==> src/rtl/core/utc_pkg.sv <==
`timescale 1ns / 1ps

package utc_pkg;

    localparam int GLYPH_COUNT = 256;

    localparam logic [15:0] REPLACEMENT_CP = 16'hFFFD;
    localparam logic [5:0]  HIGH_SUR_TAG   = 6'b110110;   // 0xD800..0xDBFF

    typedef enum logic [1:0] {
        ST_NORMAL   = 2'd0,
        ST_REPLACED = 2'd1,
        ST_TRUNC    = 2'd2
    } status_t;

    // Item handed from the accumulator stage to the resolve stage
    typedef struct packed {
        logic [31:0] acc;
        logic [2:0]  extra;
        logic        trunc;
        logic        last;
    } evt_t;

    localparam logic [15:0] CP437_TABLE [GLYPH_COUNT] = '{
        16'h0000, 16'h263A, 16'h263B, 16'h2665, 16'h2666, 16'h2663, 16'h2660, 16'h2022,
        16'h25D8, 16'h25CB, 16'h25D9, 16'h2642, 16'h2640, 16'h266A, 16'h266B, 16'h263C,
        16'h25BA, 16'h25C4, 16'h2195, 16'h203C, 16'h00B6, 16'h00A7, 16'h25AC, 16'h21A8,
        16'h2191, 16'h2193, 16'h2192, 16'h2190, 16'h221F, 16'h2194, 16'h25B2, 16'h25BC,
        16'h0020, 16'h0021, 16'h0022, 16'h0023, 16'h0024, 16'h0025, 16'h0026, 16'h0027,
        16'h0028, 16'h0029, 16'h002A, 16'h002B, 16'h002C, 16'h002D, 16'h002E, 16'h002F,
        16'h0030, 16'h0031, 16'h0032, 16'h0033, 16'h0034, 16'h0035, 16'h0036, 16'h0037,
        16'h0038, 16'h0039, 16'h003A, 16'h003B, 16'h003C, 16'h003D, 16'h003E, 16'h003F,
        16'h0040, 16'h0041, 16'h0042, 16'h0043, 16'h0044, 16'h0045, 16'h0046, 16'h0047,
        16'h0048, 16'h0049, 16'h004A, 16'h004B, 16'h004C, 16'h004D, 16'h004E, 16'h004F,
        16'h0050, 16'h0051, 16'h0052, 16'h0053, 16'h0054, 16'h0055, 16'h0056, 16'h0057,
        16'h0058, 16'h0059, 16'h005A, 16'h005B, 16'h005C, 16'h005D, 16'h005E, 16'h005F,
        16'h0060, 16'h0061, 16'h0062, 16'h0063, 16'h0064, 16'h0065, 16'h0066, 16'h0067,
        16'h0068, 16'h0069, 16'h006A, 16'h006B, 16'h006C, 16'h006D, 16'h006E, 16'h006F,
        16'h0070, 16'h0071, 16'h0072, 16'h0073, 16'h0074, 16'h0075, 16'h0076, 16'h0077,
        16'h0078, 16'h0079, 16'h007A, 16'h007B, 16'h007C, 16'h007D, 16'h007E, 16'h007F,
        16'h00C7, 16'h00FC, 16'h00E9, 16'h00E2, 16'h00E4, 16'h00E0, 16'h00E5, 16'h00E7,
        16'h00EA, 16'h00EB, 16'h00E8, 16'h00EF, 16'h00EE, 16'h00EC, 16'h00C4, 16'h00C5,
        16'h00C9, 16'h00E6, 16'h00C6, 16'h00F4, 16'h00F6, 16'h00F2, 16'h00FB, 16'h00F9,
        16'h00FF, 16'h00D6, 16'h00DC, 16'h00A2, 16'h00A3, 16'h00A5, 16'h20A7, 16'h0192,
        16'h00E1, 16'h00ED, 16'h00F3, 16'h00FA, 16'h00F1, 16'h00D1, 16'h00AA, 16'h00BA,
        16'h00BF, 16'h2310, 16'h00AC, 16'h00BD, 16'h00BC, 16'h00A1, 16'h00AB, 16'h00BB,
        16'h2591, 16'h2592, 16'h2593, 16'h2502, 16'h2524, 16'h2561, 16'h2562, 16'h2556,
        16'h2555, 16'h2563, 16'h2551, 16'h2557, 16'h255D, 16'h255C, 16'h255B, 16'h2510,
        16'h2514, 16'h2534, 16'h252C, 16'h251C, 16'h2500, 16'h253C, 16'h255E, 16'h255F,
        16'h255A, 16'h2554, 16'h2569, 16'h2566, 16'h2560, 16'h2550, 16'h256C, 16'h2567,
        16'h2568, 16'h2564, 16'h2565, 16'h2559, 16'h2558, 16'h2552, 16'h2553, 16'h256B,
        16'h256A, 16'h2518, 16'h250C, 16'h2588, 16'h2584, 16'h258C, 16'h2590, 16'h2580,
        16'h03B1, 16'h00DF, 16'h0393, 16'h03C0, 16'h03A3, 16'h03C3, 16'h00B5, 16'h03C4,
        16'h03A6, 16'h0398, 16'h03A9, 16'h03B4, 16'h221E, 16'h03C6, 16'h03B5, 16'h2229,
        16'h2261, 16'h00B1, 16'h2265, 16'h2264, 16'h2320, 16'h2321, 16'h00F7, 16'h2248,
        16'h00B0, 16'h2219, 16'h00B7, 16'h221A, 16'h207F, 16'h00B2, 16'h25A0, 16'h00A0
    };

    // UTF-8 trailing-byte count of a lead byte, extended to four- and five-trailer leads
    function automatic logic [2:0] trailing_count(input logic [7:0] b);
        logic [2:0] n;
        begin
            case (b) inside
                [8'h00:8'hBF]: n = 3'd0;
                [8'hC0:8'hDF]: n = 3'd1;
                [8'hE0:8'hEF]: n = 3'd2;
                [8'hF0:8'hF7]: n = 3'd3;
                [8'hF8:8'hFB]: n = 3'd4;
                default:       n = 3'd5;
            endcase
            return n;
        end
    endfunction

    // Offset to remove once a sequence with the given trailing count is gathered
    function automatic logic [31:0] utf8_offset(input logic [2:0] extra);
        logic [31:0] off;
        begin
            case (extra)
                3'd1:    off = 32'h0000_3080;
                3'd2:    off = 32'h000E_2080;
                3'd3:    off = 32'h03C8_2080;
                3'd4:    off = 32'hFA08_2080;
                3'd5:    off = 32'h8208_2080;
                default: off = 32'h0000_0000;
            endcase
            return off;
        end
    endfunction

    // Reverse table lookup; the highest matching index wins, 0 when absent
    function automatic logic [7:0] glyph_of(input logic [15:0] cp);
        logic [7:0] g;
        begin
            g = 8'd0;
            for (int i = 0; i < GLYPH_COUNT; i++) begin
                if (CP437_TABLE[i] == cp) begin
                    g = i[7:0];
                end
            end
            return g;
        end
    endfunction

endpackage

==> src/rtl/core/utc_accum.sv <==
`timescale 1ns / 1ps

module utc_accum
    import utc_pkg::*;
(
    input  logic       clk,
    input  logic       rst_n,
    input  logic       in_valid,
    output logic       in_ready,
    input  logic [7:0] in_byte,
    input  logic       in_last,
    output logic       evt_valid,
    input  logic       evt_take,
    output evt_t       evt
);

    logic [31:0] acc_reg,   acc_next;
    logic [2:0]  rem_reg,   rem_next;
    logic [2:0]  extra_reg, extra_next;
    logic        evt_valid_reg, evt_valid_next;
    logic        trunc_reg, trunc_next;
    logic        last_reg,  last_next;

    logic        accept;
    logic        lead;
    logic [2:0]  tc;
    logic [2:0]  rem_step;
    logic        done;

    // A held item leaves when the resolve stage loads it
    assign in_ready = !evt_valid_reg || evt_take;
    assign accept   = in_valid && in_ready;

    assign lead     = (rem_reg == 3'd0);
    assign tc       = trailing_count(in_byte);
    assign rem_step = lead ? tc : rem_reg - 3'd1;
    assign done     = (rem_step == 3'd0);

    always_comb
    begin
        acc_next       = acc_reg;
        rem_next       = rem_reg;
        extra_next     = extra_reg;
        evt_valid_next = evt_valid_reg;
        trunc_next     = trunc_reg;
        last_next      = last_reg;
        if (accept)
        begin
            acc_next       = lead ? {24'd0, in_byte}
                                  : {acc_reg[25:0], 6'd0} + {24'd0, in_byte};
            extra_next     = lead ? tc : extra_reg;
            // Drop an open sequence at the end of the string
            rem_next       = (done || in_last) ? 3'd0 : rem_step;
            evt_valid_next = done || in_last;
            trunc_next     = !done;
            last_next      = in_last;
        end
        else if (evt_take)
        begin
            evt_valid_next = 1'b0;
        end
    end

    always_ff @(posedge clk or negedge rst_n)
    begin
        if (!rst_n)
        begin
            rem_reg       <= 3'd0;
            extra_reg     <= 3'd0;
            evt_valid_reg <= 1'b0;
        end
        else
        begin
            rem_reg       <= rem_next;
            extra_reg     <= extra_next;
            evt_valid_reg <= evt_valid_next;
        end
    end

    always_ff @(posedge clk)
    begin
        acc_reg   <= acc_next;
        trunc_reg <= trunc_next;
        last_reg  <= last_next;
    end

    assign evt_valid = evt_valid_reg;
    assign evt.acc   = acc_reg;
    assign evt.extra = extra_reg;
    assign evt.trunc = trunc_reg;
    assign evt.last  = last_reg;

`ifndef SYNTH
    a_rem_range: assert property (@(posedge clk) disable iff (!rst_n)
        rem_reg <= 3'd5)
        else $error("trailing count out of range");

    a_rem_within_seq: assert property (@(posedge clk) disable iff (!rst_n)
        rem_reg != 3'd0 |-> (rem_reg <= extra_reg))
        else $error("remaining bytes exceed sequence length");

    a_trunc_is_last: assert property (@(posedge clk) disable iff (!rst_n)
        evt_valid_reg && trunc_reg |-> last_reg)
        else $error("truncated item not at end of string");

    a_open_seq_closed: assert property (@(posedge clk) disable iff (!rst_n)
        accept && in_last |=> rem_reg == 3'd0)
        else $error("sequence left open after last byte");
`endif

endmodule

==> src/rtl/core/utc_resolve.sv <==
`timescale 1ns / 1ps

module utc_resolve
    import utc_pkg::*;
(
    input  logic        clk,
    input  logic        rst_n,
    input  logic        evt_valid,
    output logic        evt_take,
    input  evt_t        evt,
    output logic        out_valid,
    input  logic        out_ready,
    output logic [15:0] out_code_point,
    output logic [7:0]  out_glyph_index,
    output status_t     out_status,
    output logic        out_last
);

    logic        out_valid_reg, out_valid_next;
    logic [15:0] cp_reg, cp_next;
    logic [7:0]  glyph_reg, glyph_next;
    status_t     status_reg, status_next;
    logic        last_reg, last_next;

    logic        load;
    logic [31:0] ch;
    logic        replaced;
    logic [15:0] cp_sel;

    assign evt_take = !out_valid_reg || out_ready;
    assign load     = evt_valid && evt_take;

    assign ch       = evt.acc - utf8_offset(evt.extra);
    assign replaced = (|ch[31:16]) || (ch[15:10] == HIGH_SUR_TAG);
    assign cp_sel   = replaced ? REPLACEMENT_CP : ch[15:0];

    always_comb
    begin
        out_valid_next = out_valid_reg;
        cp_next        = cp_reg;
        glyph_next     = glyph_reg;
        status_next    = status_reg;
        last_next      = last_reg;
        if (load)
        begin
            out_valid_next = 1'b1;
            last_next      = evt.last;
            if (evt.trunc)
            begin
                cp_next     = 16'd0;
                glyph_next  = 8'd0;
                status_next = ST_TRUNC;
            end
            else
            begin
                cp_next     = cp_sel;
                glyph_next  = glyph_of(cp_sel);
                status_next = replaced ? ST_REPLACED : ST_NORMAL;
            end
        end
        else if (out_ready)
        begin
            out_valid_next = 1'b0;
        end
    end

    always_ff @(posedge clk or negedge rst_n)
    begin
        if (!rst_n)
        begin
            out_valid_reg <= 1'b0;
        end
        else
        begin
            out_valid_reg <= out_valid_next;
        end
    end

    always_ff @(posedge clk)
    begin
        cp_reg     <= cp_next;
        glyph_reg  <= glyph_next;
        status_reg <= status_next;
        last_reg   <= last_next;
    end

    assign out_valid       = out_valid_reg;
    assign out_code_point  = cp_reg;
    assign out_glyph_index = glyph_reg;
    assign out_status      = status_reg;
    assign out_last        = last_reg;

`ifndef SYNTH
    a_trunc_fields: assert property (@(posedge clk) disable iff (!rst_n)
        out_valid_reg && status_reg == ST_TRUNC |->
            cp_reg == 16'd0 && glyph_reg == 8'd0 && last_reg)
        else $error("truncated item carries data");

    a_replaced_cp: assert property (@(posedge clk) disable iff (!rst_n)
        out_valid_reg && status_reg == ST_REPLACED |-> cp_reg == REPLACEMENT_CP)
        else $error("replaced item without replacement code point");
`endif

endmodule

==> src/rtl/core/utf8_to_cp437_glyph_decoder_top.sv <==
`timescale 1ns / 1ps

// Channel     Dir  tdata                              tuser        tlast
// s_axis      in   [7:0] text_byte                    -            last_byte
// m_axis      out  [15:0] code_point, [23:16] glyph   [1:0] status end_of_text
//
// One byte per cycle sustained while m_axis does not stall; the byte that completes
// a sequence is registered in the accumulator stage, then in the resolve/lookup stage.
// Bytes inside a multi-byte sequence produce no result unless the string ends there.
// rst_n clears the sequence state and both valid flags at once.
// A stall on m_axis holds the result register, then the held item in the
// accumulator stage, and only then drops s_axis_tready.

module utf8_to_cp437_glyph_decoder_top
    import utc_pkg::*;
(
    input  logic        clk,
    input  logic        rst_n,
    input  logic        s_axis_tvalid,
    output logic        s_axis_tready,
    input  logic [7:0]  s_axis_tdata,   // [7:0] text_byte
    input  logic        s_axis_tlast,
    output logic        m_axis_tvalid,
    input  logic        m_axis_tready,
    output logic [23:0] m_axis_tdata,   // [15:0] code_point, [23:16] glyph_index
    output logic [1:0]  m_axis_tuser,   // [1:0] status
    output logic        m_axis_tlast
);

    logic        evt_valid;
    logic        evt_take;
    evt_t        evt;
    logic [15:0] code_point;
    logic [7:0]  glyph_index;
    status_t     status;

    // Gather bytes of a sequence; hold a finished or truncated item
    utc_accum u_accum (
        .clk       (clk),
        .rst_n     (rst_n),
        .in_valid  (s_axis_tvalid),
        .in_ready  (s_axis_tready),
        .in_byte   (s_axis_tdata),
        .in_last   (s_axis_tlast),
        .evt_valid (evt_valid),
        .evt_take  (evt_take),
        .evt       (evt)
    );

    // Remove the offset, replace out-of-range values and high surrogates, look up the glyph
    utc_resolve u_resolve (
        .clk             (clk),
        .rst_n           (rst_n),
        .evt_valid       (evt_valid),
        .evt_take        (evt_take),
        .evt             (evt),
        .out_valid       (m_axis_tvalid),
        .out_ready       (m_axis_tready),
        .out_code_point  (code_point),
        .out_glyph_index (glyph_index),
        .out_status      (status),
        .out_last        (m_axis_tlast)
    );

    assign m_axis_tdata = {glyph_index, code_point};
    assign m_axis_tuser = status;

endmodule

==> config.mk <==
export PLATFORM = sky130hd
export DESIGN_NAME = utf8_to_cp437_glyph_decoder_top
export DESIGN_NICKNAME = d
export VERILOG_FILES = /design/src/rtl/core/utc_pkg.sv /design/src/rtl/core/utc_accum.sv /design/src/rtl/core/utc_resolve.sv /design/src/rtl/core/utf8_to_cp437_glyph_decoder_top.sv
export SDC_FILE = /design/constraint.sdc
export NUM_CORES = 1
export LEC_CHECK = 0
export ABC_CLOCK_PERIOD_IN_PS = 4800
export BUFFER_PORTS_ARGS = -buffer_cell sky130_fd_sc_hd__buf_4
export CORE_MARGIN = 1
export CORE_UTILIZATION = 40
export CTS_CLUSTER_DIAMETER = 30
export DETAILED_ROUTE_END_ITERATION = 10
export MAX_ROUTING_LAYER = met4
export PLACE_DENSITY = 0.53
export SLEW_MARGIN = 5
export SYNTH_ARGS = -nofsm -noshare
export SYNTH_HDL_FRONTEND = slang
export SYNTH_SLANG_ARGS = --single-unit
export TNS_END_PERCENT = 5
==> constraint.sdc <==
create_clock -name clk -period 4.8 [get_ports clk]
set_input_delay 0.48 -clock clk [delete_from_list [all_inputs] [get_ports clk]]
set_output_delay 0.48 -clock clk [all_outputs]
set_load 0.1 [all_outputs]
Yosys cells after proc, flatten, opt, wreduce, memory -nomap -nowiden --
Cells that the tools add are included.
Storage, ports and cells: flip-flop bits (word level) 69, latch bits 0, RAM bits 0, bits in read-only memories 0, input port bits 13, output and inout bits 29, logic and storage cells 576, memories kept 0
Cells by class: add/sub/neg operators 3, multiply operators 0, divide/modulo/power cells 0, magnitude comparators 10, eq/ne operators 261, shift-type cells 0, muxes and demuxes 270, bitwise logic cells 0, reduce and logical (&&, ||, !) cells 20
Operator list (count):
- $eq 14x16->1 const A | 91
- $mux 8 | 129
- $eq 7x16->1 const A | 64
- $eq 8x16->1 const A | 55
- $eq 6x16->1 const A | 32
- $mux 7 | 64
- $eq 10x16->1 const A | 12
- $mux 6 | 32
- $pmux 32 s5 | 1
- $mux 5 | 16
- $le 8x8->1 const B | 5
- $add 32x8->32 | 1
- $ge 8x8->1 const B | 4
- $mux 4 | 8
- $sub 32x32->32 | 1
- $mux 3 | 10
- $eq 9x16->1 const A | 1
- $mux 16 | 1
- $reduce_or 16->1 | 1
- $ge 8x1->1 const B | 1
- $logic_and 1x1->1 | 7
- $mux 1 | 7
- $eq 3x2->1 const B | 2
- $eq 3x3->1 const B | 2
- 9 further kinds | 17

Logic depth before layout (Yosys ltp) --
Gate-level depths: netlist of run 1.
depth in word-level cells 262, depth in mapped cells 16

Hierarchy --
From an unflattened synthesis of run 1, not the netlist that was laid out.
Second synthesis, totals: cell total of the unflattened synthesis 1075, area, all modules 8141.6 sq um
Modules (own cells, without submodules):
- utc_resolve | instances 1, cells each 876, area an instance 5998.3 sq um, sequential area each 835.8 sq um
- utc_accum | instances 1, cells each 199, area an instance 2143.3 sq um, sequential area each 1196.1 sq um

Worst setup path before layout of run 1 --
OpenSTA, ideal clock, no wires.
path type reg-to-reg, from register u_accum.extra_reg[1], to register u_resolve.cp_reg[14], in the netlist u_resolve.out_code_point[14], data pin, arrival time 3.568 ns, data required time 4.530 ns, slack 0.962 ns, cell stages (with the launch flop) 17, buffers on the path 3, clock period less this slack 3.838 ns, cells stage by stage dfrtp_1 nor2b_1 nor2_1 nand2_1 ha_1 ha_1 buf_6 or4b_4 a21oi_1 o221ai_1 a211o_1 or4_1 nor4_2 nor2b_1 buf_2 buf_4 a21oi_1
On the way: word-level cells in the longest chain between the ends 6, elaborated cells on any way between the ends 11, classes of those cells add/sub (1); eq/ne (6); mux (2); reduce/logical (2)
Ends and longest elaborated chain:
- from (decl) | line utc_accum.sv:19 | logic [2:0] extra_reg, extra_next;
- from (signal assigned) | line utc_accum.sv:75 | extra_reg <= extra_next;
- $eq 3x3->1 (tied with other cells) | line utc_pkg.sv:79 | case (extra)
- $pmux 32 s5 * | line utc_pkg.sv:79
- $sub 32x32->32 * | line utc_resolve.sv:33 | assign ch = evt.acc - utf8_offset(evt.extra);
- $reduce_or 16->1 / $eq 6x6->1 (equally long branches) | line utc_resolve.sv:34 | assign replaced = (|ch[31:16]) || (ch[15:10] == HIGH_SUR_TAG);
- $logic_or 1x1->1 | line utc_resolve.sv:34
- $mux 16 * | line utc_resolve.sv:35 | assign cp_sel = replaced ? REPLACEMENT_CP : ch[15:0];
- to (signal assigned) | line utc_resolve.sv:81 | cp_reg <= cp_next;
- to (decl) | line utc_resolve.sv:20 | logic [15:0] cp_reg, cp_next;
Every way passes the cells marked *; elsewhere a longest branch is shown, timed or not. A chain may end at the register's enable or synchronous reset.

Final worst setup path of run 1 --
from register u_accum.extra_reg[1], to register u_resolve.cp_reg[2], in the netlist u_resolve.out_code_point[2], data pin
On the way: word-level cells in the longest chain between the ends 6, elaborated cells on any way between the ends 11, classes of those cells add/sub (1); eq/ne (6); mux (2); reduce/logical (2)
Ends and longest elaborated chain (line):
- $eq 3x3->1 (tied with other cells) | utc_pkg.sv:79
- $pmux 32 s5 * | utc_pkg.sv:79
- $sub 32x32->32 * | utc_resolve.sv:33
- $reduce_or 16->1 / $eq 6x6->1 (equally long branches) | utc_resolve.sv:34
- $logic_or 1x1->1 * | utc_resolve.sv:34
- $mux 16 * | utc_resolve.sv:35
Marks and branches as above.

==> results of run 1 <==
metrics by stage:
| stage | util | hold WS (ns) |
|---|---|---|
| detailed placement | 0.442 | 0.312 |
| global placement | 0.442 | 0.307 |
| finish | 0.458 | 0.313 |
| floorplan | - | 0.184 |
| CTS | 0.458 | 0.304 |
| global route | 0.458 | 0.301 |
power by group through the flow:
| stage | clock network (mW) | logic [mW] | registers (mW) |
|---|---|---|---|
| after detailed placement | 0 | 4.10 | 1.14 |
| after floorplan | 0 | 2.57 | 1.44 |
| final | 0.721 | 4.25 | 1.13 |
| after global placement | 0 | 4.15 | 1.14 |
| after global routing | 0.756 | 4.50 | 1.16 |
| after CTS | 0.733 | 4.12 | 1.13 |
cell type report:
class | instances | share of cell area
Multi-Input combinational cell | 888 | 0.621
Sequential cell | 69 | 0.218
Timing Repair Buffer | 93 | 0.0767
Tap cell | 270 | 0.0363
Clock buffer | 13 | 0.0325
Inverter | 31 | 0.0125
Clock inverter | 3 | 0.00215
Antenna cell | 2 | 0.000538
cells in the final DEF (no fill, tap or decap), drive strengths merged, types with 19 or more instances in the layout:
cell type,Yosys,final
edfxtp,61,61
nand2b,22,22
o21ai,49,49
nor2,103,103
nand3,33,33
nor4,29,29
inv,30,32
a21oi,74,74
ha,19,19
nor3,51,51
nand2,78,78
o22ai,24,24
nand4,31,31
buf,24,92
xnor2,27,27
logic make-up (layout without fill, tap and decap cells):
group,count (synthesis),after routing,share of synthesized area
other cells,0,2,0
fa+ha+maj,20,20,0.0310
buf+inv,127,140,0.0605
xor+xnor,41,41,0.0432
compound gates,330,330,0.275
simple gates,487,487,0.333
flops,69,69,0.245
mux,10,10,0.0130
critical path, cell delays in order (launching register included):
cell                       delay [ns]
sky130_fd_sc_hd__dfrtp_1         0.39
sky130_fd_sc_hd__nor2b_1         0.26
sky130_fd_sc_hd__nor2_1          0.11
sky130_fd_sc_hd__nand2_1         0.11
sky130_fd_sc_hd__ha_1            0.22
sky130_fd_sc_hd__ha_1            0.34
sky130_fd_sc_hd__or4b_4          0.56
sky130_fd_sc_hd__a21oi_1         0.31
sky130_fd_sc_hd__o221ai_1        0.17
sky130_fd_sc_hd__a211o_1         0.26
sky130_fd_sc_hd__or4_1           0.53
sky130_fd_sc_hd__nor4_2          0.33
sky130_fd_sc_hd__nor2b_1         0.22
sky130_fd_sc_hd__buf_4           0.24
sky130_fd_sc_hd__a21oi_1         0.10
metal layers:
metal  up-vias  wire length, um  track usage  share of wire
li1       4230                -            -              -
met1      4527            15700        0.488           0.44
met2       647            14700        0.463           0.41
met3       118             3710       0.0703           0.10
met4         0             1410        0.143          0.040
met5         -                0            -              0
how the worst min path moves through the flow:
stage               cells past startpoint  slack, ns             from                  end
global placement                        1       0.31            rst_n  u_resolve.out_valid
detailed placement                      1       0.31            rst_n  u_resolve.out_valid
floorplan                               0       0.18            rst_n    u_accum.evt_valid
finish                                  1       0.31  s_axis_tdata[0]   u_accum.acc_reg[0]
global route                            1       0.30  s_axis_tdata[1]   u_accum.acc_reg[1]
CTS                                     1       0.30  s_axis_tdata[0]   u_accum.acc_reg[0]
timing repair:
| item | in CTS | in global routing |
|---|---|---|
| endpoints found under the hold margin | 8 | 0 |
| hold buffers | 1 | 0 |
| endpoints found under the setup margin | 0 | 0 |
==> run metrics, run 1 <==
number of synthesized flops with an enable pin=61; CTS tree=yes; Worst setup SP type=flip-flop; part of the total power dissipated in combinational logic=0.696; Yosys cell types=87; sw power=3.46 mW; routed wire length=35,600 um; worst reg-to-reg path cell count=14; WP data required=4.87 ns; Warnings, synthesis=0; height of the chip=146 um; Max Slew Vio Count=0; number of placement rows=52; classification of the worst setup path=flip-flop to flip-flop; slew at the pin with the worst max-slew slack=1.05 ns; layout cells sized above 1=0.140; final number of hold-violating endpoints=0; final cell area excluding filler cells=approximately 9300 sq um; relative contribution of sequential cells to total power=0.185; post-detailed-placement cell area=8960 sq um; Final setup violation count=0; floorplan die area=around 21,000 sq um; number of sinks on the clock net=69; Power Density=655 nW/um^2; initial drt markers=1,443; total core area=20,300 sq um; total via count in the routed design=between 9k and 10k; maximum fanout along the worst path=15; proportion of synthesized chip area in sequential cells=0.245; I/O pin count=42; post-CTS repair timing setup buffer count=0; worst IR drop on VDD=0.000393 V; TritonRoute pass-1 iters=6; Resized cells post-CTS=0; clock latency on the worst-skew pair=0.35 ns; mean number of vias per cell=between 6 and 7; relative slew slack=0.302; Non-Filler Instances=1,369; pin count of the biggest net entering global routing=33; Switching Fraction=0.567; Mapped Cells=between 1k and 1.5k; final total power=6.10 mW; most frequent cell after synthesis=sky130_fd_sc_hd__nor2_1; Final Net Count=around 1.1k; nets in the synthesized netlist=1,117; arrival time at the worst endpoint=4.50 ns; flip-flop count of the largest register, all copies and words added=32; Inserted Clock Buffers=9; cell area after technology mapping=8310 sq um; class of the tightest hold or removal check=input pin to flip-flop; MaxCap Viol Count=0; buffers added on ports=between 40 and 50; Max Fclk=225 MHz; synthesized area divided by synthesized cell count=about 7.7 sq um; area share of the largest cell type after synthesis=0.220; placed cell count=about 1.4k; global-route wire length before repair=about 54,000 um; endpoint class of the critical path=flip-flop; buffer levels on the longest clock path=2; final setup skew=0.00993 ns; clock power share=0.118; status=finished clean; CTS root buf=sky130_fd_sc_hd__clkbuf_16; sequential cell area in the final layout=2030 sq um; aggregate global routing overflow=0; dominant cells by area after synthesis=sky130_fd_sc_hd__edfxtp_1 (22%), sky130_fd_sc_hd__nor2_1 (4.6%), sky130_fd_sc_hd__a21oi_1 (4.5%); post-route fraction of the period consumed by the critical path=0.924; Post-DRT Antenna Nets=0; Post-Place Worst Slack=0.413 ns; Initial Utilization=0.409; number of global-route vias before repair=8,581; global-route usage over all layers=0.342; clock transition time at the flip-flop clock pins of the worst setup and hold paths=0.06 ns; layout-stage area growth over the synthesis result=12.0%; min Tclk post-route=4.43 ns; final RePlAce weighted congestion=~1.1; average routed wire per standard cell=~26 um; worst setup path endpoint=u_resolve.out_code_point[2]; asr flop ratio synth=0.116; Final HPWL DP=26,500 um; area used by multi-input combinational logic=5780 sq um; die extent in x=roughly 150 um; summed negative setup slack over all endpoints=0 ns; minimum setup slack in the final design=around 0.37 ns; critical path startpoint=u_accum.extra_reg[1]; Residual DRC=0; fill cell total of the finished layout=2,139; minimum setup slack among reg-to-reg paths=0.37 ns; static leakage=between 3 and 4 nW; most used flip-flop cell after synthesis=sky130_fd_sc_hd__edfxtp_1; most instantiated cells after synthesis=sky130_fd_sc_hd__nor2_1 (102), sky130_fd_sc_hd__nand2_1 (78), sky130_fd_sc_hd__a21oi_1 (74); total internal power=2.64 mW; Yosys reg bits=between 60 and 70; unrepaired setup endpoints after global routing=false; RR Endpoint=u_resolve.out_code_point[2]; initial antenna violation count=1; number of levels in the clock H-tree=3; R2R Path Start=u_accum.extra_reg[1]; library cell with the largest summed area after synthesis=sky130_fd_sc_hd__edfxtp_1
No activity file was read; power rests on OpenSTA's default activity.
==> inputs of run 2 (changes only) <==
CELL_PAD_IN_SITES_DETAIL_PLACEMENT = 1   (was unset)
CELL_PAD_IN_SITES_GLOBAL_PLACEMENT = 1   (was unset)
PLACE_DENSITY = 0.68   (was 0.53)
==> run 2 against run 1 <==
Clock skew increased by 0.0090 ns. Fmax decreased by 1.7%. Routed wire length increased by 5.5%. Global-route usage increased by 2.2 points. Hold slack got worse by 0.0018 ns. Combinational power increased by 3%. Count of clock-buffer cells in the layout unchanged. Final cell count increased by 0.15%. Sequential power about the same. Sequential cell count unchanged. First-iteration DRC count decreased by 22%. Critical endpoint is now u_resolve.out_code_point[0].
==> run metrics, run 2 (synthesis gave the netlist of run 1 again) <==
maximum fanout along the worst path=11; arrival time at the worst endpoint=~4.6 ns; summed negative setup slack over all endpoints=0 ns; CTS tree=yes; class of the tightest hold or removal check=input pin to flip-flop; mean number of vias per cell=6.92; number of placement rows=52; endpoint class of the critical path=flip-flop; Final setup violation count=0; Post-DRT Antenna Nets=0; slew at the pin with the worst max-slew slack=about 0.97 ns; MaxCap Viol Count=0; status=finished clean; number of sinks on the clock net=69; clock transition time at the flip-flop clock pins of the worst setup and hold paths=approximately 0.06 ns; post-CTS repair timing setup buffer count=0; worst reg-to-reg path cell count=14; worst setup path endpoint=u_resolve.out_code_point[0]; flip-flop count of the largest register, all copies and words added=32; fill cell total of the finished layout=2,517; final number of hold-violating endpoints=0; clock latency on the worst-skew pair=between 0.3 and 0.4 ns; delay of the slowest cell on the worst path=between 0.5 and 0.6 ns; min Tclk post-route=4.51 ns; commonest non-fill, non-tap cell in the layout=sky130_fd_sc_hd__nor2_1; static leakage=between 3 and 4 nW; post-route fraction of the period consumed by the critical path=0.940; total via count in the routed design=9,484; Initial Utilization=0.409; floorplan die area=21,300 sq um; RR Endpoint=u_resolve.out_code_point[0]; Residual DRC=0; global-route wire length before repair=57,800 um; height of the chip=around 150 um; Max Fclk=222 MHz; average routed wire per standard cell=27.4 um; worst IR drop on VDD=0.000323 V; layout cells sized above 1=0.141; Max Slew Vio Count=0; final RePlAce weighted congestion=between 1 and 1.5; unrepaired setup endpoints after global routing=false; I/O pin count=42; die extent in x=about 150 um; number of levels in the clock H-tree=3; routed wire length=37,600 um; slowest stage cell on the critical path=sky130_fd_sc_hd__or4b_4; Power Density=667 nW/um^2; R2R Path Start=u_accum.extra_reg[2]; global-route usage over all layers=0.364; pin count of the biggest net entering global routing=37; relative slew slack=0.350; minimum setup slack in the final design=0.287 ns; TritonRoute pass-1 iters=5; top library cells by usage in the layout, fill and taps aside=sky130_fd_sc_hd__nor2_1 (101), sky130_fd_sc_hd__buf_4 (94), sky130_fd_sc_hd__nand2_1 (78); worst hold margin=~0.31 ns; WP data required=4.84 ns; final setup skew=0.0189 ns; placed cell count=approximately 1.4k; Non-Filler Instances=approximately 1.4k; aggregate global routing overflow=0; number of global-route vias before repair=9,307; layout-stage area growth over the synthesis result=11.8%; initial antenna violation count=2; buffers added on ports=41; Inserted Clock Buffers=9; minimum setup slack among reg-to-reg paths=0.29 ns; classification of the worst setup path=flip-flop to flip-flop; total core area=20,300 sq um; initial drt markers=1,132; Final HPWL DP=between 20,000 and 30,000 um; CTS root buf=sky130_fd_sc_hd__clkbuf_16; crit-path cells=nor2b_1, nor2_1, nand2_1, ha_1, ha_1, or4b_4, a21oi_1, o221ai_1, a211o_1, or4_1, nor4_2, nor2b_1, buf_4, a21oi_1; Final Net Count=around 1.1k; critical path startpoint=u_accum.extra_reg[2]; buffer levels on the longest clock path=2; Post-Place Worst Slack=0.314 ns; Worst setup SP type=flip-flop
-- run 2: metal layers --
layer	vias up	share of wire	global-route usage
met5	-	0	-
met4	0	0.023	0.110
met3	70	0.10	0.0872
met2	510	0.42	0.509
met1	4668	0.46	0.513
li1	4236	-	-
-- run 2: worst min-delay path by stage --
| stage | from | end | slack (ns) | depth (start not counted) |
|---|---|---|---|---|
| 2_1_floorplan | rst_n | u_accum.evt_valid | 0.18 | 0 |
| 3_3_place_gp | rst_n | u_accum.rem_reg[0] | 0.31 | 1 |
| 3_5_place_dp | rst_n | u_accum.rem_reg[0] | 0.31 | 1 |
| 4_1_cts | s_axis_tdata[0] | u_accum.acc_reg[0] | 0.30 | 1 |
| 5_1_grt | s_axis_tdata[0] | u_accum.acc_reg[0] | 0.30 | 1 |
| 6_report | s_axis_tdata[0] | u_accum.acc_reg[0] | 0.31 | 1 |
-- run 2: metrics by stage --
stage                     instance area (sq um)  power (mW)  utilization
final                                      9290        6.19        0.458
after CTS                                  9280        6.08        0.457
after floorplan                            8310        4.01            -
after detailed placement                   8970        5.36        0.442
after global placement                     8970        5.32        0.442
after global routing                       9290        6.53        0.458
-- run 2: where the power goes --
part / total, mW / internal [mW] / switching, mW / leakage, nW
clock: 0.703 / 0.432 / 0.272 / 0.142
combinational: 4.36 / 1.33 / 3.03 / 2.27
sequential: 1.13 / 0.902 / 0.227 / 0.702
total: 6.19 / 2.66 / 3.53 / 3.11
-- run 2: cell type report --
cell class	count	area, sq um	share of cell area
sequential	69	2030	0.219
antenna	2	5.00	0.000539
tap	270	338	0.0364
multi-input combinational	888	5780	0.622
timing repair buffer	95	716	0.0770
clock buffer	13	260	0.0280
inverter	31	116	0.0125
clock inverter	3	45.0	0.00485
-- run 2: critical path: cells and delay by family (launching register included) --
kind	cells	cell delay, ns
flops	1	0.39
buf+inv	1	0.20
fa+ha+maj	2	0.57
compound gates	4	0.82
simple gates	7	2.24
-- run 2: what timing repair did --
item / CTS / global route
setup endpoints to repair: 0 / 3
hold buffers: 1 / 0
endpoints found under the hold margin: 8 / 0
resized for setup: 0 / 1
